## src/hdl/upgfc_pkg.sv

```systemverilog
`default_nettype none
// ----------------------------------------------------------------------------
// upgfc_pkg
// Shared types and constants of the upgrade frame checker.
// ----------------------------------------------------------------------------
package upgfc_pkg;

    localparam int COUNT_W = 10;

    localparam logic [7:0] SOF_BYTE   = 8'h72;
    localparam logic [7:0] START_BYTE = 8'h68;
    localparam logic [7:0] DATA_BYTE  = 8'h69;
    localparam logic [7:0] ABORT_BYTE = 8'hAA;
    localparam logic [7:0] EOF_BYTE   = 8'h16;

    localparam logic [COUNT_W-1:0] FRAME_LEN    = 10'd262;
    localparam logic [COUNT_W-1:0] START_LEN    = 10'd5;
    localparam logic [COUNT_W-1:0] ABORT_MINLEN = 10'd6;
    localparam logic [COUNT_W-1:0] HEAD_LEN     = 10'd4;
    localparam logic [COUNT_W-1:0] CHECK_POS    = 10'd260;

    localparam logic [31:0] FLASH_BASE    = 32'h0800_0000;
    localparam logic [8:0]  PAYLOAD_BYTES = 9'd256;

    typedef enum logic [1:0] {
        REPLY_ABORT  = 2'd0,
        REPLY_START  = 2'd1,
        REPLY_PACKET = 2'd2,
        REPLY_NAK    = 2'd3
    } reply_t;

    typedef enum logic [1:0] {
        CFG_APP_BASE    = 2'd0,
        CFG_FLASH_END   = 2'd1,
        CFG_PAGE_BYTES  = 2'd2,
        CFG_FLASH_VALID = 2'd3
    } cfg_idx_t;

    // status of the page remainder unit
    typedef struct packed {
        logic        busy;
        logic [31:0] addr;      // app_base + (packet - 1) * 256
        logic [11:0] rem_addr;  // addr % page_bytes
        logic [11:0] rem_off;   // (addr - app_base) % page_bytes
    } pgmod_res_t;

endpackage : upgfc_pkg
`default_nettype wire

```

## src/hdl/upgfc_pgmod.sv

```systemverilog
`default_nettype none
// ----------------------------------------------------------------------------
// upgfc_pgmod
// Write address of a packet and its two remainders by the page size,
// one remainder bit per cycle (restoring) once started.
// ----------------------------------------------------------------------------
module upgfc_pgmod (
    input  wire logic                    aclk,
    input  wire logic                    aresetn,
    input  wire logic                    start,
    input  wire logic [31:0]             app_base,
    input  wire logic [15:0]             pkt_num,
    input  wire logic [11:0]             page_bytes,
    output upgfc_pkg::pgmod_res_t        res
);
    import upgfc_pkg::*;

    localparam logic [5:0] DIV_STEPS = 6'd32;

    logic [5:0]  cnt_reg;
    logic [31:0] addr_reg;
    logic [31:0] qa_reg;
    logic [31:0] qb_reg;
    logic [11:0] ra_reg;
    logic [11:0] rb_reg;
    logic [11:0] d_reg;

    logic [23:0] offset;
    logic [31:0] addr_start;
    logic [12:0] ta;
    logic [12:0] tb;
    logic [11:0] ra_next;
    logic [11:0] rb_next;

    assign offset     = {16'(pkt_num - 16'd1), 8'h00};
    assign addr_start = app_base + {8'h00, offset};

    assign ta = {ra_reg, qa_reg[31]};
    assign tb = {rb_reg, qb_reg[31]};
    assign ra_next = (ta >= {1'b0, d_reg}) ? 12'(ta - {1'b0, d_reg}) : ta[11:0];
    assign rb_next = (tb >= {1'b0, d_reg}) ? 12'(tb - {1'b0, d_reg}) : tb[11:0];

    always_ff @(posedge aclk) begin
        if (!aresetn) begin
            cnt_reg <= '0;
        end else if (start) begin
            cnt_reg <= DIV_STEPS;
        end else if (cnt_reg != 6'd0) begin
            cnt_reg <= cnt_reg - 6'd1;
        end
    end

    always_ff @(posedge aclk) begin
        if (start) begin
            addr_reg <= addr_start;
            qa_reg   <= addr_start;
            qb_reg   <= {8'h00, offset};
            ra_reg   <= '0;
            rb_reg   <= '0;
            d_reg    <= page_bytes;
        end else if (cnt_reg != 6'd0) begin
            qa_reg <= {qa_reg[30:0], 1'b0};
            qb_reg <= {qb_reg[30:0], 1'b0};
            ra_reg <= ra_next;
            rb_reg <= rb_next;
        end
    end

    assign res.busy     = (cnt_reg != 6'd0);
    assign res.addr     = addr_reg;
    assign res.rem_addr = ra_reg;
    assign res.rem_off  = rb_reg;

`ifndef ASSERT_OFF
    a_start_loads: assert property (@(posedge aclk) disable iff (!aresetn)
        start |=> cnt_reg == DIV_STEPS)
        else $error("remainder unit did not load its step count");
    a_cnt_range: assert property (@(posedge aclk) disable iff (!aresetn)
        cnt_reg <= DIV_STEPS)
        else $error("remainder step count out of range");
    a_cnt_steps: assert property (@(posedge aclk) disable iff (!aresetn)
        (cnt_reg != 6'd0 && !start) |=> cnt_reg == $past(cnt_reg) - 6'd1)
        else $error("remainder step count skipped");
`endif

endmodule : upgfc_pgmod
`default_nettype wire

```

## config.mk

```make
export PLATFORM = sky130hd
export DESIGN_NAME = upgfc_pgmod
export DESIGN_NICKNAME = d
export VERILOG_FILES = /design/src/hdl/upgfc_pkg.sv /design/src/hdl/upgfc_pgmod.sv
export SDC_FILE = /design/constraint.sdc
export NUM_CORES = 1
export LEC_CHECK = 0
export BUFFER_PORTS_ARGS = -buffer_cell sky130_fd_sc_hd__buf_2
export CORE_MARGIN = 2
export CORE_UTILIZATION = 57
export CTS_BUF_LIST = sky130_fd_sc_hd__clkbuf_16
export DETAILED_ROUTE_END_ITERATION = 10
export GPL_ROUTABILITY_DRIVEN = 0
export PLACE_DENSITY = 0.9
export SLEW_MARGIN = 10
export SYNTH_ARGS = -nofsm -noshare
export SYNTH_HDL_FRONTEND = slang
export SYNTH_SLANG_ARGS = --single-unit
```

## constraint.sdc

```tcl
create_clock -name aclk -period 3.7 [get_ports aclk]
set_clock_uncertainty 0.15 [all_clocks]
set_input_delay 0 -clock aclk [delete_from_list [all_inputs] [get_ports aclk]]
set_output_delay 0 -clock aclk [all_outputs]
set_load 0.1 [all_outputs]
```

# Word level (Yosys, flattened, before mapping)
# Cells that the tools add are included.
[totals]
out_inout_bits = 57
rom_bits = 0
ramBits = 0
ff_bits = 130
latchBits = 0
mem_count = 0
elab_cells = 28
inputBits = 63
[op_classes]
multipliers = 0
reduce_logical = 3
n_lt_le_gt_ge = 2
div = 0
eq_ne = 0
mux = 8
bitwise_logic = 1
shifts = 0
addsub = 5
[ops]
columns = ["operator", "n"]
rows = [
  ["32-bit 2-to-1 mux", 2],
  ["24-bit 2-to-1 mux", 2],
  ["32-bit by 24-bit adder with 32-bit output", 1],
  ["13-bit by 12-bit greater-or-equal comparator with 1-bit output", 2],
  ["12-bit 2-to-1 mux", 2],
  ["12-bit subtractor", 2],
  ["16-bit by 1-bit subtractor with 16-bit output, second input constant", 1],
  ["6-bit 2-to-1 mux", 2],
  ["6-bit nonzero test", 1],
  ["6-bit by 1-bit subtractor with 6-bit output, second input constant", 1],
  ["2-bit nonzero test", 1],
  ["2-bit OR reduction", 1],
  ["1-bit NOT", 1],
]

# Logic depth before layout (Yosys ltp)
# Gate-level depths: netlist of the first run.
[logic_depth]
depth_word = 3
depth_mapped = 15
depth_no_buf = 15

# Least setup slack after synthesis of the first run
# Ideal clock, no wire load.
[synth_timing]
kind = "flip-flop to flip-flop"
startpoint = "reg ra_reg[7]"
endpoint = "reg ra_reg[1]"
path_slack_ps = 604
path_buffers = 1
synth_period_minus_slack_ps = 3096
required_ps = 3479
t_arrival_ps = 2875
stages_incl_launch_ff = 11
setup_time_ps = 71
path_cell_list = "dfxtp_1 ha_1 a21o_1 a21o_1 a2111oi_2 o31a_1 a22o_2 buf_6 mux2i_1 nand2_1 a21oi_1"
[synth_via]
elab_chain_cells = 2
[synth_lines]
columns = ["element", "line_no", "text"]
rows = [
  ["start: declaration", "upgfc_pgmod.sv:24", "logic [11:0] ra_reg;"],
  ["start signal: assignment", "upgfc_pgmod.sv:64", "ra_reg <= ra_next;"],
  ["13-bit by 12-bit greater-or-equal comparator with 1-bit output", "upgfc_pgmod.sv:40", "assign ra_next = (ta >= {1'b0, d_reg}) ? 12'(ta - {1'b0, d_reg}) : ta[11:0];"],
  ["12-bit 2-to-1 mux", "upgfc_pgmod.sv:40", ""],
]
# No other way between the ends.
# A chain may end at the register's enable or synchronous reset.

# Worst setup path after layout of the first run
[layout_timing]
startpoint = "in pkt_num[6]"
endpoint = "reg qa_reg[26], data pin"
[layout_via]
elab_chain_cells = 3
[layout_lines]
columns = ["element", "line_no", "text"]
rows = [
  ["start: declaration", "upgfc_pgmod.sv:12", "input wire logic [15:0] pkt_num,"],
  ["16-bit by 1-bit subtractor with 16-bit output", "upgfc_pgmod.sv:35", "assign offset = {16'(pkt_num - 16'd1), 8'h00};"],
  ["32-bit by 24-bit adder with 32-bit output", "upgfc_pgmod.sv:36", "assign addr_start = app_base + {8'h00, offset};"],
  ["net addr_start[26]", "upgfc_pgmod.sv:29", "logic [31:0] addr_start;"],
  ["32-bit 2-to-1 mux", "upgfc_pgmod.sv:54", "if (start) begin"],
  ["end signal: assignment", "upgfc_pgmod.sv:56", "qa_reg <= addr_start;"],
  ["end signal: assignment", "upgfc_pgmod.sv:62", "qa_reg <= {qa_reg[30:0], 1'b0};"],
  ["end: declaration", "upgfc_pgmod.sv:22", "logic [31:0] qa_reg;"],
]
# The timed path passes the listed nets, and every way through them passes these cells.

==> results of run 1 <==
-- layout make-up --
type,count,share of cell area
inverters,31,0.0125
well taps,172,0.0231
repair buffers,188,0.137
clock buffers,17,0.0457
flip-flops and latches,130,0.379
diodes,1,0.000269
multi-input cells,492,0.388
clock inverters,15,0.0145
-- per-stage QoR --
stage / hold slack, ns / utilization
floorplan: -0.0511 / -
global placement: 0.0281 / 0.640
detailed placement: 0.0281 / 0.640
CTS: 0.00428 / 0.732
global route: 0.0323 / 0.743
finish: 0.0509 / 0.743
-- final timing paths --
kind,cells past startpoint,end,slack [ns]
setup / recovery,16,qa_reg[26],-0.03
hold reg to reg,2,qb_reg[28],0.31
hold / removal,3,addr_reg[19],0.05
setup reg to reg,10,rb_reg[3],0.72
-- worst max-delay path, delay by kind of cell --
family                   cells  cell delay (ns)
adder cells (fa/ha/maj)      1             0.27
XOR/XNOR                     2             0.29
AO/OA/AOI/OAI                4             0.71
buffers and inverters        2             0.71
AND/OR/NAND/NOR              6             1.52
multiplexers                 1             0.27
-- what timing repair did --
item	4_1_cts	5_1_grt
resized for setup	0	20
hold endpoints to repair	88	0
buffers inserted	0	6
hold buffers	58	0
setup endpoints to repair	0	7
-- synthesized netlist by cell type, drive strengths merged (5+ instances only) --
cell type	count	area share
a211oi	9	0.010
a21o	13	0.013
a21oi	41	0.028
a311oi	6	0.0073
a31oi	7	0.0081
and3	7	0.0067
buf	6	0.0050
clkbuf	15	0.0078
dfxtp	38	0.11
edfxtp	92	0.38
ha	45	0.078
inv	30	0.016
mux2	31	0.050
nand2	48	0.025
nand3	23	0.018
nand4	5	0.0043
nor2	81	0.042
nor2b	8	0.0069
nor3	19	0.013
o21ai	29	0.022
o21bai	6	0.0062
o31ai	7	0.0092
or3	6	0.0054
xnor2	33	0.043
xor2	24	0.029
-- routing by layer --
metal	track usage	vias to the layer above
met5	0	-
met4	0.161	0
met3	0.0815	106
met2	0.540	418
met1	0.349	3006
li1	-	2844
-- power breakdown --
| group | internal (mW) | switching, mW | leakage (nW) |
|---|---|---|---|
| combinational | 0.935 | 2.32 | 2.46 |
| clock | 0.929 | 0.696 | 0.268 |
| sequential | 2.06 | 0.232 | 1.23 |
| total | 3.92 | 3.25 | 3.96 |
-- logic make-up after synthesis --
group                      synth area share
AOI/OAI and AO/OA                     0.140
xor gates and xnor gates             0.0722
adders and majority gates            0.0862
buffers and inverters                0.0289
DFF                                   0.487
muxes                                0.0526
and+or+nand+nor                       0.133
==> flow_summary.toml, run 1 <==
[detailed_routing]
dr.pass1.iters = 6
wl_per_cell_um = 20.8
met1_length_um = 7710
met3_length_um = 1930
drc = 0
first_iter_violations = 547
top_layer = "met4"
viasPerCell = 6.09
wl_um = 21700
wl_met2_um = 10900
ant_nets = 0
num_vias = 6374

[timing]
setup_viol = 2
fin_tns_setup_ns = -0.0502
tightest_slew_ns = 0.852
hold_viol = 0
relSlewSlack = 0.431
fin_crit_ns = 3.73
slew_viol_final = 0
fin_ws_ns = -0.0328
fmax_ghz = 0.268
period_share = 1.01

[placement]
post-place-ws_ns = 0.181
place_area_um2 = 8020
dp_hpwl_um = 11500
dp.cells = 951
io_buffers = 119

[cts]
cts_buffer_depth = 2
clk-insertion-delay-late_ns = 0.44
clkTransAtPathRegs_ns = 0.08
clockRootBuffer = "clkbuf_16"
cts_buffers = 17
h-tree-depth = 4
cts_tree = "yes"
clock-sinks = 130

[yosys]
syn-cell-area_um2 = 7230
avgSynthCellArea_um2 = 10.7
synth-seq-cells = 130
synthCells = 674
syn_nets = 785
synth_top_flop_cell = "edfxtp_1"
async_reset_ff_frac = 0
synth_edf_count = 92
yosysSeqAreaShare = 0.487
synth_warnings = 0
synth.distinct_cells = 68

[grt]
grt_pass1_vias = 6232
grt_usage = 0.309
antenna_found_initial = 1
grt.overflow.total = 0
grt_pass1_wl_um = 31800
grt_max_degree = 85

[finish]
multi_input_comb_area_um2 = 3610
finalNonFillerCells = 1046
nFillCells = 828
regArea_um2 = 3520
design_area_um2 = 9300
area_delta_synth_final_pct = 28.6
nNetsFinal = 971
layout_commonest_cell = "buf_2"
layout_common_cells = "buf_2 (117), edfxtp_1 (92), nor2_1 (79)"
drive_gt1_frac = 0.263

[worst_setup_path]
critPathArrivalTime_ns = 3.78
critPathLaunch = "pkt_num[6]"
crit_required_ns = 3.75
critPathCaptureType = "flop"
critical_path.max_stage_delay_ns = 0.59
critPathLaunchType = "primary input"
crit_top_cell = "nand3_2"
r2r_start = "d_reg[1]"
path_max_fanout = 6
worstSetupPathType = "in -> reg"
crit_chain = "buf_2 > or3_4 > nor3_4 > nand3_2 > nor2_4 > xor2_2 > ha_4 > a21oi_1 > o21ai_1 > or3_1 > a31oi_4 > o31ai_4 > nand3_2 > xnor2_2 > dlygate4sd3_1 > mux2_4"
cp_slowest_cell = "dlygate4sd3_1"

[status]
outcome = "finished, violations left"
violations = "setup timing"

[pwr]
p_leak_nw = 3.96
cellPowerDensity_nw_per_um2 = 771
power_mw = 7.17
ir_drop_mv = 0.448

[floorplan]
die-width_um = 117
initial_core_util = 0.578
coreArea_um2 = 12500
die_h_um = 117
die_area_um2 = 13600
io_pins = 120
rows = 41

[min_path]
min-delay-path-class = "in -> reg"
min_from = "app_base[19]"

[job]
cap_violations = 0
Power figures use the tool's default switching activity.
==> inputs of run 2 (changes only) <==
--- a/config.mk
+++ b/config.mk
@@ -7,11 +7,11 @@
 export LEC_CHECK = 0
 export BUFFER_PORTS_ARGS = -buffer_cell sky130_fd_sc_hd__buf_2
 export CORE_MARGIN = 2
-export CORE_UTILIZATION = 57
-export CTS_BUF_LIST = sky130_fd_sc_hd__clkbuf_16
+export CORE_UTILIZATION = 59
+export CTS_BUF_LIST = sky130_fd_sc_hd__clkbuf_4
 export DETAILED_ROUTE_END_ITERATION = 10
 export GPL_ROUTABILITY_DRIVEN = 0
-export PLACE_DENSITY = 0.9
+export PLACE_DENSITY = 0.92
 export SLEW_MARGIN = 10
 export SYNTH_ARGS = -nofsm -noshare
 export SYNTH_HDL_FRONTEND = slang
==> run 2 against run 1 <==
The flow still finishes with violations (setup timing). Worst setup slack lost 0.24 ns. Final area grew 0.90%. Count of clock-buffer cells in the layout grew 1. Critical path type unchanged.
==> flow_summary.toml, run 2 (synthesized netlist as in run 1, its figures left out) <==
[floorplan]
die_area_um2 = 13200
io_pins = 120
coreArea_um2 = 12000
rows = 40
die-width_um = 115
die_h_um = 115
initial_core_util = 0.602

[timing]
hold_viol = 0
fin_ws_ns = -0.270
fin_crit_ns = 3.97
slew_viol_final = 0
relSlewSlack = 0.390
period_share = 1.07
fmax_ghz = 0.252
fin_tns_setup_ns = -0.769
setup_viol = 6
rsz0062_at_grt = "yes"
tightest_slew_ns = 0.916

[finish]
layout_commonest_cell = "buf_2"
finalNonFillerCells = 1061
diodes = 0
nFillCells = 674
nNetsFinal = 1013
fin_util = 0.781
design_area_um2 = 9380
drive_gt1_frac = 0.244
area_delta_synth_final_pct = 29.8
layout_common_cells = "buf_2 (118), dlygate4sd3_1 (101), edfxtp_1 (92)"

[cts]
clk-insertion-delay-late_ns = 0.58
cts_tree = "yes"
clkTransAtPathRegs_ns = 0.12
cts_buffer_depth = 2
clockRootBuffer = "clkbuf_4"
h-tree-depth = 4
cts_buffers = 17
clock-sinks = 130

[detailed_routing]
first_iter_violations = 788
ant_nets = 0
wl_um = 22600
dr.pass1.iters = 5
viasPerCell = 6.31
wl_per_cell_um = 21.3
drc = 0
num_vias = 6690

[grt]
gr-max-usage-layer = "met2"
grt.overflow.total = 0
grt_usage = 0.320
use_met3 = 0.0683
met2_usage = 0.547
grt_pass1_wl_um = 32200
grt_max_degree = 75
grtUsageMet1 = 0.381
antenna_found_initial = 0
grt_pass1_vias = 6382

[placement]
dp_hpwl_um = 11600
place_area_um2 = 7960
dp.cells = 924
io_buffers = 119

[worst_setup_path]
cp_slowest_cell = "dlygate4sd3_1"
critPathCaptureType = "flop"
cp_num_buf_inv = 3
crit_required_ns = 3.89
crit_chain = "buf_2 > inv_1 > ha_1 > nand2_1 > nor3_1 > xor2_1 > ha_1 > a21oi_1 > o21ai_1 > a221oi_2 > o21ai_2 > nor3b_2 > o21ai_2 > xnor2_1 > dlygate4sd3_1 > mux2_2"
critPathLaunchType = "primary input"
path_max_fanout = 7
worstSetupPathType = "in -> reg"
cp_top_family = "compound AO/OA/AOI/OAI gates"
critPathArrivalTime_ns = 4.16
critical_path.max_stage_delay_ns = 0.59

[pwr]
cellPowerDensity_nw_per_um2 = 714
ir_drop_mv = 0.548
p_leak_nw = 4.01

[job]
cap_violations = 0

[status]
outcome = "finished, violations left"
violations = "setup timing"

[min_path]
min-delay-path-class = "in -> reg"
==> run 2: cell count changes in the layout (fill, tap and decap cells not counted), sizes merged <==
cell	before	now
dlygate4sd3	57	101
inv	35	30
bufinv	1	4
buf	131	129
clkbuf	17	18
clkinv	6	7
clkinvlp	4	3
diode	1	0
==> run 2: path summary, 6_finish.rpt <==
kind                                      from    endpoint  slack, ns  depth (start not counted)
worst max-delay path                pkt_num[0]  qa_reg[25]      -0.27                         16
worst min-delay path            page_bytes[10]   d_reg[10]       0.02                          2
worst max register to register        d_reg[1]   rb_reg[3]       0.61                         10
worst min register to register      qb_reg[24]  qb_reg[24]       0.31                          2
==> run 2: routing by layer <==
metal	routed length, um	share of wire
met1	8230	0.36
met4	1190	0.053
met2	11200	0.50
met5	0	0
met3	1980	0.087
==> run 2: where the power goes <==
group          leakage (nW)  internal (mW)  switching [mW]
combinational          2.62          0.965            2.35
clock                 0.154          0.527           0.571
sequential             1.23           2.05           0.242
total                  4.01           3.54            3.16
==> run 2: final cells by class <==
cell class	count	area, um^2	share of cell area
Sequential cell	130	3520	0.375
Tap cell	147	184	0.0196
Multi-Input combinational cell	492	3570	0.381
Clock buffer	18	135	0.0144
Inverter	31	116	0.0124
Timing Repair Buffer	230	1680	0.179
Clock inverter	13	168	0.0179
==> run 2: what timing repair did <==
item | in CTS | in global routing
setup buffers | 0 | 5
endpoints found under the setup margin | 0 | 8
gates resized for setup | 0 | 18
endpoints found under the hold margin | 121 | 0
hold buffers | 101 | 0
==> run 2: stage by stage <==
step / power (mW) / setup slack (ns) / hold slack, ns
global placement: 5.26 / 0.349 / 0.0268
floorplan: 4.77 / 0.604 / -0.0511
detailed placement: 5.35 / 0.175 / 0.0287
finish: 6.70 / -0.270 / 0.0200
CTS: 6.50 / 0.0150 / 0.00116
global route: 6.99 / -0.210 / 0.0151
